==> src/rtl/fdr_pkg.sv <==
// ----------------------------------------------------------------------------
// fdr_pkg
// Shared types and constants for the frame descriptor ring.
// ----------------------------------------------------------------------------
package fdr_pkg;
    localparam int MaxBlocks  = 16;
    localparam int IdxW       = $clog2(MaxBlocks);
    localparam int CntW       = $clog2(MaxBlocks + 1);
    localparam int OffsetBits = 24;

    typedef enum logic [2:0] {
        OP_WRITE = 3'd0,
        OP_PEEK  = 3'd1,
        OP_ADV   = 3'd2,
        OP_BACK  = 3'd3,
        OP_FORGET= 3'd4,
        OP_RANGE = 3'd5
    } t_op;

    localparam logic [1:0] REG_BUF_SIZE = 2'd0;
    localparam logic [1:0] REG_NUM_BLK  = 2'd1;
    localparam logic [1:0] REG_DATA_BASE= 2'd2;

    typedef struct packed {
        logic [24:0] offset;
        logic [23:0] hdr;
        logic [23:0] dlen;
        logic [31:0] user;
        logic [31:0] ts;
    } t_desc;

    typedef enum logic [1:0] {
        ST_IDLE,
        ST_PEEK,
        ST_WALK,
        ST_DONE
    } t_state;
endpackage

==> src/rtl/frame_descriptor_ring.sv <==
// ----------------------------------------------------------------------------
// frame_descriptor_ring
// Ring of frame descriptors over a contiguous byte buffer.
// ----------------------------------------------------------------------------
// Writes, advance, step back and forget give their result in the cycle after
// start; peek first reads one descriptor from memory; the timestamp range
// walks the pending entries, num_blocks-1 at most in a full ring, with one
// descriptor read per cycle from the single read port. busy is high until
// the result strobe; results must be taken in the strobe cycle.
module frame_descriptor_ring import fdr_pkg::*; (
    input  logic        i_clk,
    input  logic        i_rst_n,
    input  logic        psel,
    input  logic        penable,
    input  logic        pwrite,
    input  logic [3:0]  paddr,
    input  logic [31:0] pwdata,
    output logic [31:0] prdata,
    output logic        pready,
    input  logic        start,
    output logic        busy,
    input  logic [2:0]  i_op,
    input  logic [23:0] i_hdr_len,
    input  logic [23:0] i_data_len,
    input  logic [31:0] i_user,
    input  logic [31:0] i_ts,
    output logic        o_valid,
    output logic        o_ok,
    output logic [24:0] o_offset,
    output logic [23:0] o_entry_hdr_len,
    output logic [23:0] o_entry_data_len,
    output logic [31:0] o_entry_user,
    output logic [31:0] o_entry_ts,
    output logic [31:0] o_ts_min,
    output logic [31:0] o_ts_max,
    output logic [31:0] o_ts_span,
    output logic [31:0] o_frames_written,
    output logic [31:0] o_frames_read
);
    logic [23:0] r_buf_size, r_data_base;
    logic [4:0]  r_num_blocks;
    logic [IdxW-1:0] r_widx, r_ridx, r_walk;
    logic        r_rvalid;
    logic [23:0] r_woff;
    logic [31:0] r_wtot, r_rtot;
    t_state      r_state, n_state;
    logic        r_first;
    logic [31:0] r_min, r_max;

    logic        r_valid, r_ok;
    logic [24:0] r_offset;
    logic        r_peek_out;

    logic        accept;
    logic [CntW-1:0] nb;
    logic [IdxW-1:0] nb_last;
    logic        widx_in, ridx_ok, empty;
    logic [IdxW-1:0] snap, snap_nxt;
    logic [24:0] wsum;
    logic        w_ok;
    logic [23:0] base_off;
    logic [IdxW-1:0] wi;
    t_desc       wdesc, rdata;
    logic        we;
    logic [IdxW-1:0] raddr;
    logic [1:0]  cfg_addr;

    assign pready   = 1'b1;
    assign cfg_addr = paddr[3:2];
    assign accept   = start && !busy;

    always_comb begin
        case (cfg_addr)
            REG_BUF_SIZE:  prdata = {8'd0, r_buf_size};
            REG_NUM_BLK:   prdata = {27'd0, r_num_blocks};
            REG_DATA_BASE: prdata = {8'd0, r_data_base};
            default:       prdata = 32'd0;
        endcase
    end

    always_comb begin
        if (r_num_blocks == 5'd0) begin
            nb = CntW'(1);
        end else if (r_num_blocks > 5'(MaxBlocks)) begin
            nb = CntW'(MaxBlocks);
        end else begin
            nb = CntW'(r_num_blocks);
        end
        nb_last = IdxW'(nb - CntW'(1));
        widx_in = CntW'(r_widx) < nb;
        ridx_ok = r_rvalid && (CntW'(r_ridx) < nb);
        snap    = ridx_ok ? r_ridx : r_widx;
        empty   = !widx_in || (r_widx == snap);
        snap_nxt = (snap == nb_last) ? '0 : snap + 1'b1;
        wsum    = {1'b0, i_hdr_len} + {1'b0, i_data_len};
        w_ok    = (i_data_len != 24'd0) && (wsum < {1'b0, r_buf_size});
        base_off = r_woff;
        if (r_woff >= r_buf_size) base_off = '0;
        if (wsum >= {1'b0, r_buf_size - base_off}) base_off = '0;
        wi = widx_in ? r_widx : '0;
        wdesc.offset = {1'b0, r_data_base} + {1'b0, base_off};
        wdesc.hdr  = i_hdr_len;
        wdesc.dlen = i_data_len;
        wdesc.user = i_user;
        wdesc.ts   = i_ts;
        we = accept && (t_op'(i_op) == OP_WRITE) && w_ok;
        raddr = (r_state == ST_WALK) ? r_walk : snap;
    end

    fdr_desc_ram u_ram (
        .i_clk  (i_clk),
        .i_we   (we),
        .i_waddr(wi),
        .i_wdata(wdesc),
        .i_raddr(raddr),
        .o_rdata(rdata)
    );

    always_comb begin
        n_state = r_state;
        case (r_state)
            ST_IDLE: begin
                if (accept && t_op'(i_op) == OP_PEEK && !empty) n_state = ST_PEEK;
                else if (accept && t_op'(i_op) == OP_RANGE && !empty) n_state = ST_WALK;
            end
            ST_PEEK: n_state = ST_IDLE;
            ST_WALK: if (r_walk == r_widx) n_state = ST_DONE;
            ST_DONE: n_state = ST_IDLE;
            default: n_state = ST_IDLE;
        endcase
    end

    assign busy = (r_state != ST_IDLE);

    always_ff @(posedge i_clk) begin
        if (!i_rst_n) begin
            r_buf_size <= 24'd65536;
            r_num_blocks <= 5'd16;
            r_data_base <= '0;
            r_widx <= '0; r_ridx <= '0; r_rvalid <= 1'b0;
            r_woff <= '0; r_wtot <= '0; r_rtot <= '0;
            r_state <= ST_IDLE; r_valid <= 1'b0; r_ok <= 1'b0;
            r_peek_out <= 1'b0; r_first <= 1'b0;
            r_offset <= '0; r_min <= '0; r_max <= '0; r_walk <= '0;
        end else begin
            r_state <= n_state;
            r_valid <= 1'b0;
            r_peek_out <= 1'b0;
            if (psel && penable && pwrite) begin
                case (cfg_addr)
                    REG_BUF_SIZE:  r_buf_size <= pwdata[23:0];
                    REG_NUM_BLK:   r_num_blocks <= pwdata[4:0];
                    REG_DATA_BASE: r_data_base <= pwdata[23:0];
                    default: ;
                endcase
            end
            if (accept) begin
                r_offset <= '0;
                r_min <= '0;
                r_max <= '0;
                r_ok <= 1'b0;
                r_valid <= 1'b1;
                case (t_op'(i_op))
                    OP_WRITE: if (w_ok) begin
                        r_ok <= 1'b1;
                        r_offset <= wdesc.offset;
                        r_wtot <= r_wtot + 1'b1;
                        r_widx <= (wi == nb_last) ? '0 : wi + 1'b1;
                        r_woff <= base_off + wsum[23:0];
                    end
                    OP_PEEK: begin
                        r_ridx <= snap; r_rvalid <= 1'b1;
                        if (!empty) r_valid <= 1'b0;
                    end
                    OP_ADV: begin
                        r_rvalid <= 1'b1;
                        if (!empty) begin
                            r_ridx <= snap_nxt;
                            r_rtot <= r_rtot + 1'b1;
                            r_ok <= 1'b1;
                        end else begin
                            r_ridx <= snap;
                        end
                    end
                    OP_BACK: begin
                        r_rvalid <= 1'b1;
                        r_ridx <= (snap == '0) ? nb_last : snap - 1'b1;
                        r_ok <= 1'b1;
                    end
                    OP_FORGET: begin
                        r_rvalid <= 1'b0;
                        r_ok <= 1'b1;
                    end
                    OP_RANGE: if (!empty) begin
                        r_valid <= 1'b0;
                        r_walk <= snap_nxt;
                        r_first <= 1'b1;
                    end
                    default: ;
                endcase
            end
            case (r_state)
                ST_PEEK: begin
                    r_valid <= 1'b1; r_ok <= 1'b1; r_peek_out <= 1'b1;
                end
                ST_WALK: begin
                    r_first <= 1'b0;
                    if (r_first || rdata.ts < r_min) r_min <= rdata.ts;
                    if (r_first || rdata.ts > r_max) r_max <= rdata.ts;
                    r_walk <= (r_walk == nb_last) ? '0 : r_walk + 1'b1;
                end
                ST_DONE: begin
                    r_valid <= 1'b1; r_ok <= 1'b1;
                end
                default: ;
            endcase
        end
    end

    always_comb begin
        o_valid = r_valid;
        o_ok = r_ok;
        o_offset = r_peek_out ? rdata.offset : r_offset;
        o_entry_hdr_len  = r_peek_out ? rdata.hdr  : '0;
        o_entry_data_len = r_peek_out ? rdata.dlen : '0;
        o_entry_user     = r_peek_out ? rdata.user : '0;
        o_entry_ts       = r_peek_out ? rdata.ts   : '0;
        o_ts_min  = r_min;
        o_ts_max  = r_max;
        o_ts_span = r_max - r_min;
        o_frames_written = r_wtot;
        o_frames_read = r_rtot;
    end
endmodule

==> src/rtl/fdr_desc_ram.sv <==
// ----------------------------------------------------------------------------
// fdr_desc_ram
// Descriptor store: one write port, one registered read port.
// ----------------------------------------------------------------------------
module fdr_desc_ram import fdr_pkg::*; (
    input  logic            i_clk,
    input  logic            i_we,
    input  logic [IdxW-1:0] i_waddr,
    input  t_desc           i_wdata,
    input  logic [IdxW-1:0] i_raddr,
    output t_desc           o_rdata
);
    t_desc r_mem [MaxBlocks];
    t_desc r_rdata;

    always_ff @(posedge i_clk) begin
        if (i_we) begin
            r_mem[i_waddr] <= i_wdata;
        end
        r_rdata <= r_mem[i_raddr];
    end

    assign o_rdata = r_rdata;
endmodule

==> config.mk <==
export PLATFORM = sky130hd
export DESIGN_NAME = frame_descriptor_ring
export DESIGN_NICKNAME = d
export VERILOG_FILES = /design/src/rtl/fdr_pkg.sv /design/src/rtl/frame_descriptor_ring.sv /design/src/rtl/fdr_desc_ram.sv
export SDC_FILE = /design/constraint.sdc
export NUM_CORES = 2
export LEC_CHECK = 0
export ABC_AREA = 1
export BUFFER_PORTS_ARGS = -buffer_cell sky130_fd_sc_hd__buf_4
export CORE_ASPECT_RATIO = 1.1
export CORE_MARGIN = 2
export CORE_UTILIZATION = 56
export DETAILED_ROUTE_END_ITERATION = 10
export PLACE_DENSITY = 0.76
export SYNTH_ARGS = -nofsm -noshare
export SYNTH_HDL_FRONTEND = slang
export SYNTH_SLANG_ARGS = --single-unit
==> constraint.sdc <==
create_clock -name i_clk -period 10.65 [get_ports i_clk]
set_clock_uncertainty 0.1 [all_clocks]
set_input_delay 1.065 -clock i_clk [delete_from_list [all_inputs] [get_ports i_clk]]
set_output_delay 1.065 -clock i_clk [all_outputs]
set_load 0.01 [all_outputs]
; ---- After elaboration in Yosys (flattened, before gate mapping)
; Memories as Yosys holds them, arrays and structs flattened. A register that Yosys moved wholly into a read port is not among the register bits.
; Cells that the tools add are included.
[word_totals]
output_inout_bits = 333
n_memories = 1
ff_bits = 249
in_bits = 157
ram_bits = 2192
wordCells = 151
[mem_list]
columns = name, depth, word_bits, read_ports, rd_clocked_by_memory_dff, wr, line
row1 = u_ram.r_mem, 16, 137, 1, 1, 1, fdr_desc_ram.sv:13  ; t_desc r_mem [MaxBlocks];
[op_classes]
n_bitwise = 2
n_mux = 48
reduce_logical = 44
n_eq_ne = 18
order_cmp = 8
addsub = 12
[op_table]
columns = cell, count
row1 = $mux W32, 8
row2 = $mux W24, 4
row3 = $mux W25, 3
row4 = $pmux W24 S3, 1
row5 = $add A32 B1 Y32 const B, 2
row6 = $add A24 B24 Y25, 2
row7 = $mux W4, 12
row8 = $gt A32 B32 Y1, 1
row9 = $lt A32 B32 Y1, 1
row10 = $sub A32 B32 Y32, 1
row11 = $ge A25 B24 Y1, 1
row12 = $lt A25 B24 Y1, 1
row13 = $add A24 B24 Y24, 1
row14 = $ge A24 B24 Y1, 1
row15 = $reduce_bool A24 Y1, 1
row16 = $sub A24 B24 Y24, 1
row17 = $eq A4 B4 Y1, 5
row18 = $add A4 B1 Y4 const B, 3
row19 = $pmux W4 S3, 1
row20 = $reduce_and A2 Y1, 6
row21 = $reduce_and A3 Y1, 4
row22 = $logic_and A1 B1 Y1, 11
row23 = $mux W1, 11
row24 = $lt A4 B5 Y1, 2
row25 = 25 further kinds, 48

; ---- Longest topological paths before layout
[depth]
word_depth = 13
mapped_depth = 56
ltp_nobuf = 54

; ---- Hierarchy
; A second synthesis with hierarchy kept.
[unflattened]
cells_unflattened = 11837
area_unflattened_um2 = 116351.6
[by_module_without_submodules]
columns = mod, area_per_inst_um2, instances, cells_each, seq_area_each_um2
row1 = fdr_desc_ram, 93566.0, 1, 8305, 68565.8
row2 = frame_descriptor_ring, 22785.6, 1, 3532, 4984.8

; ---- Worst setup path after synthesis
; Ideal clock, no wire load.
[synth_timing]
path_kind = input port to flip-flop
start = input port i_hdr_len[0]
end = memory u_ram.r_mem[0][0] (netlist name), enable pin
arrival_ns = 9.942
stages = 24
setup_slack_ns = -0.027
required_time_ns = 9.914
path_buffers = 1
setup_time_ns = 0.636
cell_sequence = ha_1 > fa_1 > nand3_1 > nand2_1 > nand2_1 > nand2_1 > nand2_1 > nand2_1 > a31oi_1 > o21ai_0 > xor2_1 > ha_1 > nand2_1 > inv_1 > a221oi_1 > nand2_1 > nand3_1 > nand2_1 > nand2_1 > nand3_1 > inv_2 > clkbuf_1 > nand2_1 > nor2_1
[synth_between]
elab_chain_cells = 6
[synth_lines]
columns = item, line
row1 = start: declaration, frame_descriptor_ring.sv:23  ; input logic [23:0] i_hdr_len,
row2 = $add A24 B24 Y25, frame_descriptor_ring.sv:95  ; wsum = {1'b0, i_hdr_len} + {1'b0, i_data_len};
row3 = $lt A25 B24 Y1, frame_descriptor_ring.sv:96  ; w_ok = (i_data_len != 24'd0) && (wsum < {1'b0, r_buf_size});
row4 = $logic_and A1 B1 Y1, frame_descriptor_ring.sv:96
row5 = $logic_and A1 B1 Y1, frame_descriptor_ring.sv:106  ; we = accept && (t_op'(i_op) == OP_WRITE) && w_ok;
row6 = $mux W1, fdr_desc_ram.sv:17  ; if (i_we) begin
row7 = $mux W1 (not written as such), fdr_desc_ram.sv:18  ; r_mem[i_waddr] <= i_wdata;
row8 = end: declaration, fdr_desc_ram.sv:13
; Every way passes these cells.

==> impl_results.md <==
- Worst Reg-to-Reg Cells: 43
- Async set-reset flop share out of synthesis: 0
- Synth top cells by count: edfxtp_1, nand2_1, nor2_1, o21ai_0, o21ai_1
- Crit path max-delay family: compound AO/OA/AOI/OAI gates
- R2r startpoint: r_buf_size[7]
- Normalized max-slew margin: 0.1807
- Internal power: 0.01708 W
- RSZ-0062 raised after global routing: no
- Skew-Pair Late Insertion Delay: ~0.94 ns
- Avg WL per Cell: around 24 µm
- F_max: approximately 100 MHz
- Worst path arrival time: roughly 10 ns
- Crit. path cell count: between 40 and 50
- Cell variety after synth: roughly 60
- Full die area: between 200000 and 250000 µm²
- Placed Cells: between 10000 and 15000
- Synth warnings: 0
- Slew @ Worst Pin: ~1.2 ns
- Critical path origin: r_buf_size[7]
- Num CTS Buffers: about 280
- Post-DRT Antenna Nets: 0
- Largest area contributor in the netlist: edfxtp_1
- Core Box Area: between 150000 and 200000 µm²
- Max_cap viols: 0
- Synth area leaders: edfxtp_1, dfxtp_1, nand2_1
- WL final: between 300000 and 400000 µm
- GR peak layer: met2
- Main flop type after synthesis: edfxtp_1
- Clk sinks: ~2600
- Final WS setup: 1.065 ns
- R2r endpoint: u_ram.r_mem[5][134]
- Final GP Congestion: a little under 1
- CP max FO: 20
- Initial core utilization: 0.5621
- TritonCTS clock tree: done
- Nature of the critical path startpoint: flip-flop
- Seq cells post-synth: between 2000 and 3000
- Pre-CTS WS: 1.283 ns
- Post-CTS Setup Inserts: 0
- Initial antenna violation count: 29
- CTS H-tree lvls: 5
- # rows: 171
- Largest net degree at the start of global routing: ~270
- WS Path Type: reg2reg
- CTS resizes: 0
- Synth-to-Final Area Change: 12.81%
- Hold Fails Final Rpt: 0
- Avg Cell Area, Syn: between 10 and 15 µm²
- Static leakage: 45.34 nW
- Port bufs: 470
- Vias per inst: 6.071
- Sw Ratio: 0.2395
- Met3 Usage GRT: 0.04856
- Final setup viols: 0
- Vias after detailed routing: 80500
- Register area share after synthesis: 0.6641
- Setup slack, reg-to-reg: 1.06 ns
- Max VDD drop: ~0.16 mV
- Fin cells: about 13000
- Status: complete, no violations
- Nets@finish: around 11000
- First-pass GRT wire length: between 400000 and 500000 µm
- Critical-path top delay cell: and2_1
- Hold crit path type: in2reg
- Mapped cell area: around 110000 µm²
- Die span in y: around 470 µm
- CP Capture Type: flip-flop
- Synth Instances: just over 10000
- Max-slew violation count: 0
- CP peak stage delay: between 0.4 and 0.5 ns
- Placed Area: about 120000 µm²
- Clock Tree Root: clkbuf_16
- Reg power frac: 0.496
- Tmin final: 9.585 ns
- Die X: roughly 430 µm
- IO Pins: 490
- Number of DRC markers in iteration 0: 9187
- Cts hold-fix bufs: 0
- First-pass detailed-route iteration total: 6
- Buf+Inv Stages, Crit Path: 5
- Worst hold slack: about 0.30 ns
- Pwr dens: around 180 nW/µm²
- Longest Clk Path Bufs: 4
- Met1 Use GR: 0.4059
- Post-synth EDFFs: roughly 2200
- Final critical-path share of the clock period: 0.9000
- Fraction of layout cells with a size suffix above 1: 0.09713
- Clock share of power: 0.408
- Final HPWL DP: approximately 170000 µm
- Remaining DRCs: 0
- Critical path required time: 11.17 ns
- Worst-path clk slew: around 0.06 ns
- Finished Cell Area: between 100000 and 150000 µm²
- Gr usage total: 0.3028
- Critical path endpoint: u_ram.r_mem[5][134]
- Grt ovf: 0
- Area share of the largest cell type after synthesis: 0.5943
- Met2 global-route usage: 0.4906
- Gate power share: 0.097
- Switching power: between 0.005 and 0.006 W
- Most common cell in the netlist: edfxtp_1
- Vias in the first global route: 76840
registers in the layout, summed over array words and instances, names as in the netlist, 2 cells and up:
| signal | flops |
|---|---|
| o_frames_read | 32 |
| o_frames_written | 32 |
| o_ts_max | 32 |
| o_ts_min | 32 |
| r_buf_size | 24 |
| r_data_base | 24 |
| r_num_blocks | 5 |
| r_offset | 25 |
| r_ridx | 4 |
| r_state | 2 |
| r_walk | 4 |
| r_widx | 4 |
| r_woff | 24 |
| u_ram.o_rdata | 137 |
| u_ram.r_mem | 2192 |
worst register-to-register path, delay by kind of cell, from the launching register on:
family	cells	cell delay (ns)
compound gates	14	3.57
simple gates	19	3.10
fa+ha+maj	4	1.31
buf+inv	5	0.73
flops	1	0.34
xor+xnor	1	0.18
final cells by class:
class                   instances  area, µm²
repair buffers                579       4735
well taps                    2595       3247
diodes                         20      50.05
flip-flops and latches       2578      73550
fillers                     14750      72110
inverters                     480       1847
clock buffers                 371       7625
multi-input cells            6537      32980
clock inverters               100      909.6
logic make-up after synthesis:
group                    count (synthesis)  share of synthesized area
AO/OA/AOI/OAI                         2514                     0.1218
XOR/XNOR                               164                    0.01297
adder cells (fa/ha/maj)                278                    0.03174
buffers and inverters                 1047                    0.03987
flip-flops                            2578                     0.6641
multiplexers                            25                   0.002542
other                                    2                 0.00006781
AND/OR/NAND/NOR                       3547                     0.1269
worst min-delay path by stage:
stage,start,cells past startpoint,end
2_1_floorplan,r_state[1],1,r_peek_out
3_3_place_gp,r_state[1],1,r_peek_out
3_5_place_dp,r_state[1],1,r_peek_out
4_1_cts,pwdata[14],3,r_data_base[14]
5_1_grt,pwdata[14],3,r_data_base[14]
6_report,pwdata[14],3,r_data_base[14]
metal layers:
| layer | vias to the layer above | wire [µm] |
|---|---|---|
| met2 | 4178 | 150100 |
| li1 | 36480 | - |
| met1 | 39120 | 122700 |
| met4 | 24 | 12710 |
| met3 | 701 | 28380 |
| met5 | - | 145 |
layout by cell type (no fill, tap or decap), types with 273 or more instances in the layout:
cell       count
nor2_1      1485
o21ai_0     1082
o22ai_1      411
nand2_1     1587
nand3_1      292
dfxtp_1      385
edfxtp_1    2192
ha_1         273
inv_1        466
o21ai_1      483
buf_4        548
a21oi_1      404
clkbuf_16    285
power by group through the flow:
stage	combinational, W	clock, W	sequential (W)
global route	0.00238	0.00964	0.0111
finish	0.00217	0.00916	0.0111
CTS	0.00214	0.00924	0.0111
floorplan	0.00139	0	0.0113
global placement	0.00206	0	0.0113
detailed placement	0.00212	0	0.0113
metrics by stage:
step,power [W],setup TNS (ns),util
3_3_place_gp,0.01341,0,0.5905
3_5_place_dp,0.01347,0,0.5905
6_report,0.02246,0,0.6341
4_1_cts,0.02251,0,0.6338
2_1_floorplan,0.01270,-60.14,-
5_1_grt,0.02316,0,0.6340
No activity file was read; power rests on OpenSTA's default activity.
